==> src/sv/alpc_pkg.sv <==
`default_nettype none

package alpc_pkg;

  localparam int SAMPLE_W = 10;
  localparam int LEVEL_W  = 8;
  localparam int SUM_W    = 16;
  localparam int CFG_IDX_W = 1;

  // Either threshold at full scale makes the pair unusable.
  localparam logic [LEVEL_W-1:0] LEVEL_MAX = 8'hff;
  localparam int DROP_BITS = 2;

  typedef enum logic [CFG_IDX_W-1:0] {
    CFG_LOW  = 1'b0,
    CFG_HIGH = 1'b1
  } cfg_reg_t;

  typedef enum logic [1:0] {
    MODE_IDLE  = 2'd0,
    MODE_FILL  = 2'd1,
    MODE_DRAIN = 2'd2
  } mode_t;

endpackage

`default_nettype wire

==> src/sv/averaged_level_pump_controller_top.sv <==
`default_nettype none

// Averaged level pump controller. Each accepted sample item is reduced to
// eight bits and added to a window sum; every SAMPLES items the window closes
// and one result item follows, carrying the truncated mean level, the two
// relay drives and the threshold error flag. A sample item is taken every
// clock cycle while in_stall is low. A result passes from the closed window
// register to the output register, and a result waiting there does not stop
// sampling until a second closed window is also waiting. The thresholds are
// written through the configuration port, which is always ready, and are
// used as they stand when a closed window moves into the result register.
module averaged_level_pump_controller_top #(
  parameter int SAMPLES = 16
) (
  input  wire logic                            clk,
  input  wire logic                            rst,
  input  wire logic                            cfg_valid,
  output logic                                 cfg_ready,
  input  wire logic [alpc_pkg::CFG_IDX_W-1:0]  cfg_index,
  input  wire logic [alpc_pkg::LEVEL_W-1:0]    cfg_data,
  input  wire logic                            in_valid,
  output logic                                 in_stall,
  input  wire logic [alpc_pkg::SAMPLE_W-1:0]   sample,
  output logic                                 out_valid,
  input  wire logic                            out_stall,
  output logic [alpc_pkg::LEVEL_W-1:0]         level,
  output logic                                 fill_on,
  output logic                                 drain_on,
  output logic                                 config_error
);

  localparam int CNT_W   = (SAMPLES > 1) ? $clog2(SAMPLES) : 1;
  localparam int SHIFT   = alpc_pkg::SUM_W + $clog2(SAMPLES);
  localparam int RECIP_W = alpc_pkg::SUM_W + 1;
  localparam int PROD_W  = alpc_pkg::SUM_W + RECIP_W;
  // Rounded-up reciprocal; with SHIFT this wide the quotient is exact for
  // every sum the window can hold.
  localparam logic [RECIP_W-1:0] RECIP =
    RECIP_W'(((1 << SHIFT) + SAMPLES - 1) / SAMPLES);
  localparam logic [CNT_W-1:0] CNT_LAST = CNT_W'(SAMPLES - 1);

  logic [alpc_pkg::LEVEL_W-1:0] low_threshold;
  logic [alpc_pkg::LEVEL_W-1:0] high_threshold;

  logic [CNT_W-1:0]             window_count;
  logic [alpc_pkg::SUM_W-1:0]   window_sum;
  logic [alpc_pkg::SUM_W-1:0]   sum_next;
  logic [alpc_pkg::LEVEL_W-1:0] reduced;
  logic                         window_last;
  logic                         in_take;

  logic                         closed_valid;
  logic [alpc_pkg::SUM_W-1:0]   closed_sum;
  logic                         closed_move;

  logic [PROD_W-1:0]            prod;
  logic [alpc_pkg::LEVEL_W-1:0] mean;
  logic [alpc_pkg::LEVEL_W:0]   mid_sum;
  logic [alpc_pkg::LEVEL_W-1:0] mid;
  logic                         err;

  alpc_pkg::mode_t mode;
  alpc_pkg::mode_t mode_next;

  // Configuration registers.
  assign cfg_ready = 1'b1;

  always_ff @(posedge clk) begin
    if (rst) begin
      low_threshold  <= '0;
      high_threshold <= '0;
    end else if (cfg_valid && cfg_ready) begin
      unique case (alpc_pkg::cfg_reg_t'(cfg_index))
        alpc_pkg::CFG_LOW:  low_threshold  <= cfg_data;
        alpc_pkg::CFG_HIGH: high_threshold <= cfg_data;
        default: ;
      endcase
    end
  end

  // Window accumulator.
  assign closed_move = !out_valid || !out_stall;
  assign in_stall    = closed_valid && !closed_move;
  assign in_take     = in_valid && !in_stall;
  assign reduced     = sample[alpc_pkg::SAMPLE_W-1:alpc_pkg::DROP_BITS];
  assign sum_next    = window_sum + alpc_pkg::SUM_W'(reduced);
  assign window_last = (window_count == CNT_LAST);

  always_ff @(posedge clk) begin
    if (rst) begin
      window_count <= '0;
      window_sum   <= '0;
    end else if (in_take) begin
      if (window_last) begin
        window_count <= '0;
        window_sum   <= '0;
      end else begin
        window_count <= window_count + 1'b1;
        window_sum   <= sum_next;
      end
    end
  end

  // Closed window register.
  always_ff @(posedge clk) begin
    if (rst) begin
      closed_valid <= 1'b0;
    end else if (in_take && window_last) begin
      closed_valid <= 1'b1;
    end else if (closed_move) begin
      closed_valid <= 1'b0;
    end
  end

  always_ff @(posedge clk) begin
    if (in_take && window_last) begin
      closed_sum <= sum_next;
    end
  end

  // Mean, midpoint and threshold check.
  assign prod    = PROD_W'(closed_sum) * PROD_W'(RECIP);
  assign mean    = prod[SHIFT +: alpc_pkg::LEVEL_W];
  assign mid_sum = {1'b0, low_threshold} + {1'b0, high_threshold};
  assign mid     = mid_sum[alpc_pkg::LEVEL_W:1];
  assign err     = (low_threshold == '0) || (high_threshold == '0) ||
                   (low_threshold == high_threshold) ||
                   (low_threshold == alpc_pkg::LEVEL_MAX) ||
                   (high_threshold == alpc_pkg::LEVEL_MAX) ||
                   (low_threshold > high_threshold);

  // Pump mode state machine, stepped once per closed window.
  always_ff @(posedge clk) begin
    if (rst) begin
      mode <= alpc_pkg::MODE_IDLE;
    end else if (closed_valid && closed_move) begin
      mode <= mode_next;
    end
  end

  always_comb begin
    mode_next = alpc_pkg::MODE_IDLE;
    if (!err) begin
      unique case (mode)
        alpc_pkg::MODE_FILL: begin
          mode_next = (mean >= mid) ? alpc_pkg::MODE_IDLE : alpc_pkg::MODE_FILL;
        end
        alpc_pkg::MODE_DRAIN: begin
          mode_next = (mean <= mid) ? alpc_pkg::MODE_IDLE : alpc_pkg::MODE_DRAIN;
        end
        default: begin
          if (mean < low_threshold) begin
            mode_next = alpc_pkg::MODE_FILL;
          end else if (mean > high_threshold) begin
            mode_next = alpc_pkg::MODE_DRAIN;
          end else begin
            mode_next = alpc_pkg::MODE_IDLE;
          end
        end
      endcase
    end
  end

  // Result register.
  always_ff @(posedge clk) begin
    if (rst) begin
      out_valid <= 1'b0;
    end else if (closed_move) begin
      out_valid <= closed_valid;
    end
  end

  always_ff @(posedge clk) begin
    if (closed_valid && closed_move) begin
      level        <= mean;
      fill_on      <= (mode_next == alpc_pkg::MODE_FILL);
      drain_on     <= (mode_next == alpc_pkg::MODE_DRAIN);
      config_error <= err;
    end
  end

endmodule

`default_nettype wire
==> config.mk <==
export PLATFORM = sky130hd
export DESIGN_NAME = averaged_level_pump_controller_top
export DESIGN_NICKNAME = d
export VERILOG_FILES = /design/src/sv/alpc_pkg.sv /design/src/sv/averaged_level_pump_controller_top.sv
export SDC_FILE = /design/constraint.sdc
export NUM_CORES = 1
export LEC_CHECK = 0
export BUFFER_PORTS_ARGS = -buffer_cell sky130_fd_sc_hd__clkbuf_2
export CORE_ASPECT_RATIO = 1.5
export CORE_MARGIN = 5
export CORE_UTILIZATION = 30
export DETAILED_ROUTE_END_ITERATION = 12
export SETUP_SLACK_MARGIN = 0.1
export SYNTH_ARGS = -nofsm -noshare
export SYNTH_HDL_FRONTEND = slang
export SYNTH_SLANG_ARGS = --single-unit
==> constraint.sdc <==
create_clock -name clk -period 9 [get_ports clk]
set_clock_uncertainty 0.1 [all_clocks]
set_input_delay 2.25 -clock clk [delete_from_list [all_inputs] [get_ports clk]]
set_output_delay 2.25 -clock clk [all_outputs]
set_load 0.01 [all_outputs]
## Word level (Yosys, flattened, before mapping)

Cells that the tools add are included.

| cells by class | value |
|---|---|
| add/subtract/negate cells | 3 |
| $lt $le $gt $ge | 5 |
| equal/unequal tests | 8 |
| multiplexer cells | 10 |
| bitwise operators | 1 |
| reduce and logical (&&, ||, !) cells | 19 |

Operators with widths:

| operator | count |
|---|---|
| $add A16 B8 Y16 | 1 |
| $eq A8 B8 Y1 const B | 2 |
| $gt A8 B8 Y1 | 2 |
| $logic_not A8 Y1 | 2 |
| $mux W16 | 1 |
| $add A8 B8 Y9 | 1 |
| $eq A8 B8 Y1 | 1 |
| $ge A8 B8 Y1 | 1 |
| $le A8 B8 Y1 | 1 |
| $lt A8 B8 Y1 | 1 |
| $mux W2 | 4 |
| $logic_or A1 B1 Y1 | 6 |
| $add A4 B1 Y4 const B | 1 |
| $eq A2 B1 Y1 const B | 2 |
| $eq A2 B2 Y1 const B | 2 |
| $eq A4 B4 Y1 const B | 1 |
| $logic_and A1 B1 Y1 | 4 |
| $logic_not A1 Y1 | 4 |
| $mux W4 | 1 |
| $pmux W2 S2 | 1 |
| $reduce_and A2 Y1 | 2 |
| $mux W1 | 3 |
| $reduce_bool A2 Y1 | 1 |
| $not A1 Y1 | 1 |

| word-level totals | value |
|---|---|
| bits in registers | 63 |
| input bits | 24 |
| output and inout bits | 14 |
| logic and storage cells | 58 |

## Longest topological paths before layout

| depth | value |
|---|---|
| word-level depth | 8 |
| depth in mapped cells | 15 |
| gate-level depth less buffers | 15 |

## Worst setup path before layout

OpenSTA, ideal clock, no wires.

| path | value |
|---|---|
| kind | in2out |
| start | input port out_stall |
| end | output port in_stall |
| arrival time | 2.463 ns |
| required time | 6.650 ns |
| path slack | 4.187 ns |
| stages on the path | 2 |
| buffers on the path | 0 |
| cells stage by stage | nand3_1 -> inv_1 |

| between the ends | value |
|---|---|
| cells in the longest elaborated chain, start to end | 4 |

Ends and longest elaborated chain:

| element | line | text |
|---|---|---|
| start, declared | averaged_level_pump_controller_top.sv:25 | `input wire logic out_stall,` |
| $logic_not A1 Y1 | averaged_level_pump_controller_top.sv:82 | `assign closed_move = !out_valid \|\| !out_stall;` |
| $logic_or A1 B1 Y1 | averaged_level_pump_controller_top.sv:82 |  |
| $logic_not A1 Y1 | averaged_level_pump_controller_top.sv:83 | `assign in_stall = closed_valid && !closed_move;` |
| $logic_and A1 B1 Y1 | averaged_level_pump_controller_top.sv:83 |  |
| end, declared | averaged_level_pump_controller_top.sv:22 | `output logic in_stall,` |

No other way between the ends.

## Worst setup path after layout

Same ends and word-level chain as after synthesis.

==> results.py <==
metrics = {
    "run_status": {
        "outcome": "complete, no violations",
    },
    "global_routing": {
        "use_met2_pct": 21.6,
        "antenna_found_initial": 0,
        "grt_usage_pct": 11.4,
        "use_met3_pct": 2.35,
        "grt_overflow": 0,
        "grt_pass1_vias": 2779,
        "grt_max_degree": 38,
        "grt-busiest-layer": "met2",
        "grt_pass1_wl_um": 12900,
        "met1_usage_pct": 11.4,
    },
    "sta": {
        "fin_crit_ps": 5040,
        "max_freq_mhz": 198,
        "setup_tns_ps": 0,
        "tightest_slew_ps": 787,
        "rsz0062_at_grt": "no",
        "fin_crit_sh_pct": 56.0,
        "slew_viol_final": 0,
        "maxSlewHeadroom_pct": 47.5,
        "timing.final.hold_violations": 0,
        "finalSetupViolations": 0,
    },
    "placed_design": {
        "gp_congestion": 0.834,
        "portBuffers": 34,
        "dp_hpwl_um": 6200,
        "place_inst": 559,
    },
    "die": {
        "dieArea_mm2": 0.0140,
        "io-pin-count": 38,
        "rows": 48,
        "die_x_um": 98.4,
        "fp.dieH_um": 143,
        "start_util_pct": 30.6,
        "core_area_mm2": 0.0115,
    },
    "setup_path": {
        "worstSetupPathType": "in2out",
        "cp_max_fo": 4,
        "cp.required_ps": 6650,
        "worst_setup_path_start_kind": "input pin",
        "worstPathArrival_ps": 2690,
        "crit_path_end_kind": "primary output",
    },
    "clock_tree": {
        "worstSkewPairLatency_ps": 300,
        "cts_inserted_buffers": 5,
        "post-cts-setup-buffers": 0,
        "htree_levels": 2,
        "clk_pin_slew_worst_paths_ps": 80,
        "postCtsHoldBufs": 0,
        "cts.root.buffer_cell": "clkbuf_16",
        "cts_tree": "built",
        "cts_resized": 0,
        "cts.path.max_buffers": 2,
        "clock_sinks": 55,
    },
    "hold_path": {
        "hp-class": "reg2reg",
    },
    "yosys": {
        "yosys_warnings": 0,
        "async_flop_share_pct": 0,
        "synth_top_area_cell": "dfxtp_1",
        "synth_top_cells_by_area": "dfxtp_1 21%, ha_1 18%, edfxtp_1 16%, a21oi_1 5.4%, nand2_1 4.7%",
        "synth.distinct_cells": 53,
        "netlist_area_mm2": 0.00351,
        "synth.avg_cell_area_um2": 9.11,
        "syn_inst": 386,
        "synth-seq-cells": 55,
        "synth_edf_count": 19,
        "synth_seq_area_share_pct": 36.7,
        "synth_top_area_share_pct": 20.5,
        "syn_nets": 462,
        "synth_ff_type": "dfxtp_1",
    },
    "final_layout": {
        "area.growth.synth_to_final_pct": 13.2,
        "final_cell_mix": "50 x ha_1, 44 x nand2_1, 38 x a21oi_1",
        "utilization_pct": 34.7,
        "antennaDiodeCount": 0,
        "layout.nets": 492,
        "finalNonFillerCells": 567,
        "drive_gt1_share_pct": 12.0,
        "mostFrequentLayoutCell": "ha_1",
    },
    "power_and_ir_drop": {
        "pwr-share-comb_pct": 17.1,
        "power_leakage_nw": 1.66,
        "p_int_w": 0.000444,
        "p_per_area_mw_per_mm2": 151,
        "p_seq_share_pct": 45.6,
        "netSwitchingPower_w": 0.000158,
        "swShare_pct": 26.3,
        "vdd_ir_drop_max_mv": 0.0761,
        "clkPwrFrac_pct": 37.2,
    },
    "route": {
        "drt-vias-per-instance": 4.91,
        "totalWireLength_um": 7700,
        "dr.pass1.iters": 4,
        "dr.first_iter.drc_count": 74,
        "num_vias": 2784,
        "wl_per_cell_um": 13.6,
        "ant_nets": 0,
        "drc": 0,
    },
    "flow_run": {
        "maxCapViolations": 0,
    },
}
==> final cells by class <==
cell class / instances / area [µm²]
fill: 1185 / 7490
multi-input combinational: 288 / 2040
sequential: 55 / 1290
tap: 150 / 188
timing repair buffer: 34 / 170
clock buffer: 6 / 129
inverter: 32 / 120
clock inverter: 2 / 38.8
==> final timing paths <==
path | slack [ps] | depth (start not counted) | to | start
setup reg to reg | 5330 | 14 | drain_on | high_threshold[0]
setup / recovery | 3960 | 4 | in_stall | out_stall
hold reg to reg | 360 | 2 | window_sum[2] | window_sum[2]
hold / removal | 360 | 2 | window_sum[2] | window_sum[2]
==> cells in the mapped netlist, types with 2 or more instances <==
master,count
inv_1,32
buf_6,2
clkbuf_1,8
dfxtp_1,36
o21bai_1,4
o22ai_1,2
or4_1,2
or3_1,2
nand3_1,17
and3_4,2
nor2_1,27
xnor2_1,11
o31a_1,2
a31oi_1,3
and3_1,2
a21oi_1,38
fa_1,2
nand2b_1,6
nor3_1,4
ha_1,50
nor2b_1,4
xor2_1,5
o31ai_1,3
nand2_1,44
a22oi_1,3
o211ai_1,3
a32o_1,3
a21o_1,2
o21ai_0,7
a211oi_1,3
o21a_1,3
edfxtp_1,19
nor4_1,3
and2_1,3
nand4_1,10
a211o_1,2
==> power by group through the flow <==
stage / Sequential, W / Clock (W) / Combinational, W
final: 0.000275 / 0.000224 / 0.000103
after global routing: 0.000276 / 0.000243 / 0.000117
after CTS: 0.000275 / 0.000233 / 0.000104
after detailed placement: 0.000281 / 0 / 0.000103
after global placement: 0.000280 / 0 / 0.000101
after floorplan: 0.000278 / 0 / 0.0000807
==> state kept, by name (all words and copies together), names as in the netlist <==
name            cells
low_threshold       8
closed_sum          8
config_error        1
fill_on             1
window_sum         12
level               8
mode                2
drain_on            1
window_count        4
closed_valid        1
out_valid           1
high_threshold      8
==> logic make-up after synthesis <==
family | count (synthesis) | share of synthesized area [%]
buffers and inverters | 43 | 5.13
DFF | 55 | 36.7
AOI/OAI and AO/OA | 89 | 17.2
and+or+nand+nor | 130 | 17.9
other | 1 | 0.107
xor gates and xnor gates | 16 | 3.99
adders and majority gates | 52 | 18.9
==> stage by stage <==
step / hold WS, ps / power, W / setup slack [ps] / cell area (µm²)
3_5_place_dp: 350 / 0.000384 / 3950 / 3810
2_1_floorplan: 336 / 0.000359 / 4190 / 3510
4_1_cts: 361 / 0.000612 / 3950 / 3980
6_report: 360 / 0.000603 / 3960 / 3980
3_3_place_gp: 343 / 0.000381 / 3970 / 3810
5_1_grt: 390 / 0.000636 / 3920 / 3980
==> routing by layer <==
metal / up-vias / share of wire (%)
met3: 16 / 3.8
met1: 1273 / 39
li1: 1441 / -
met2: 54 / 54
met5: - / 0
met4: 0 / 3.9
==> critical path: stages <==
cell      delay, ps
clkbuf_2        100
nand3_1         140
inv_1            80
clkbuf_2        130
Note: power is estimated with default switching activity, not from simulation.
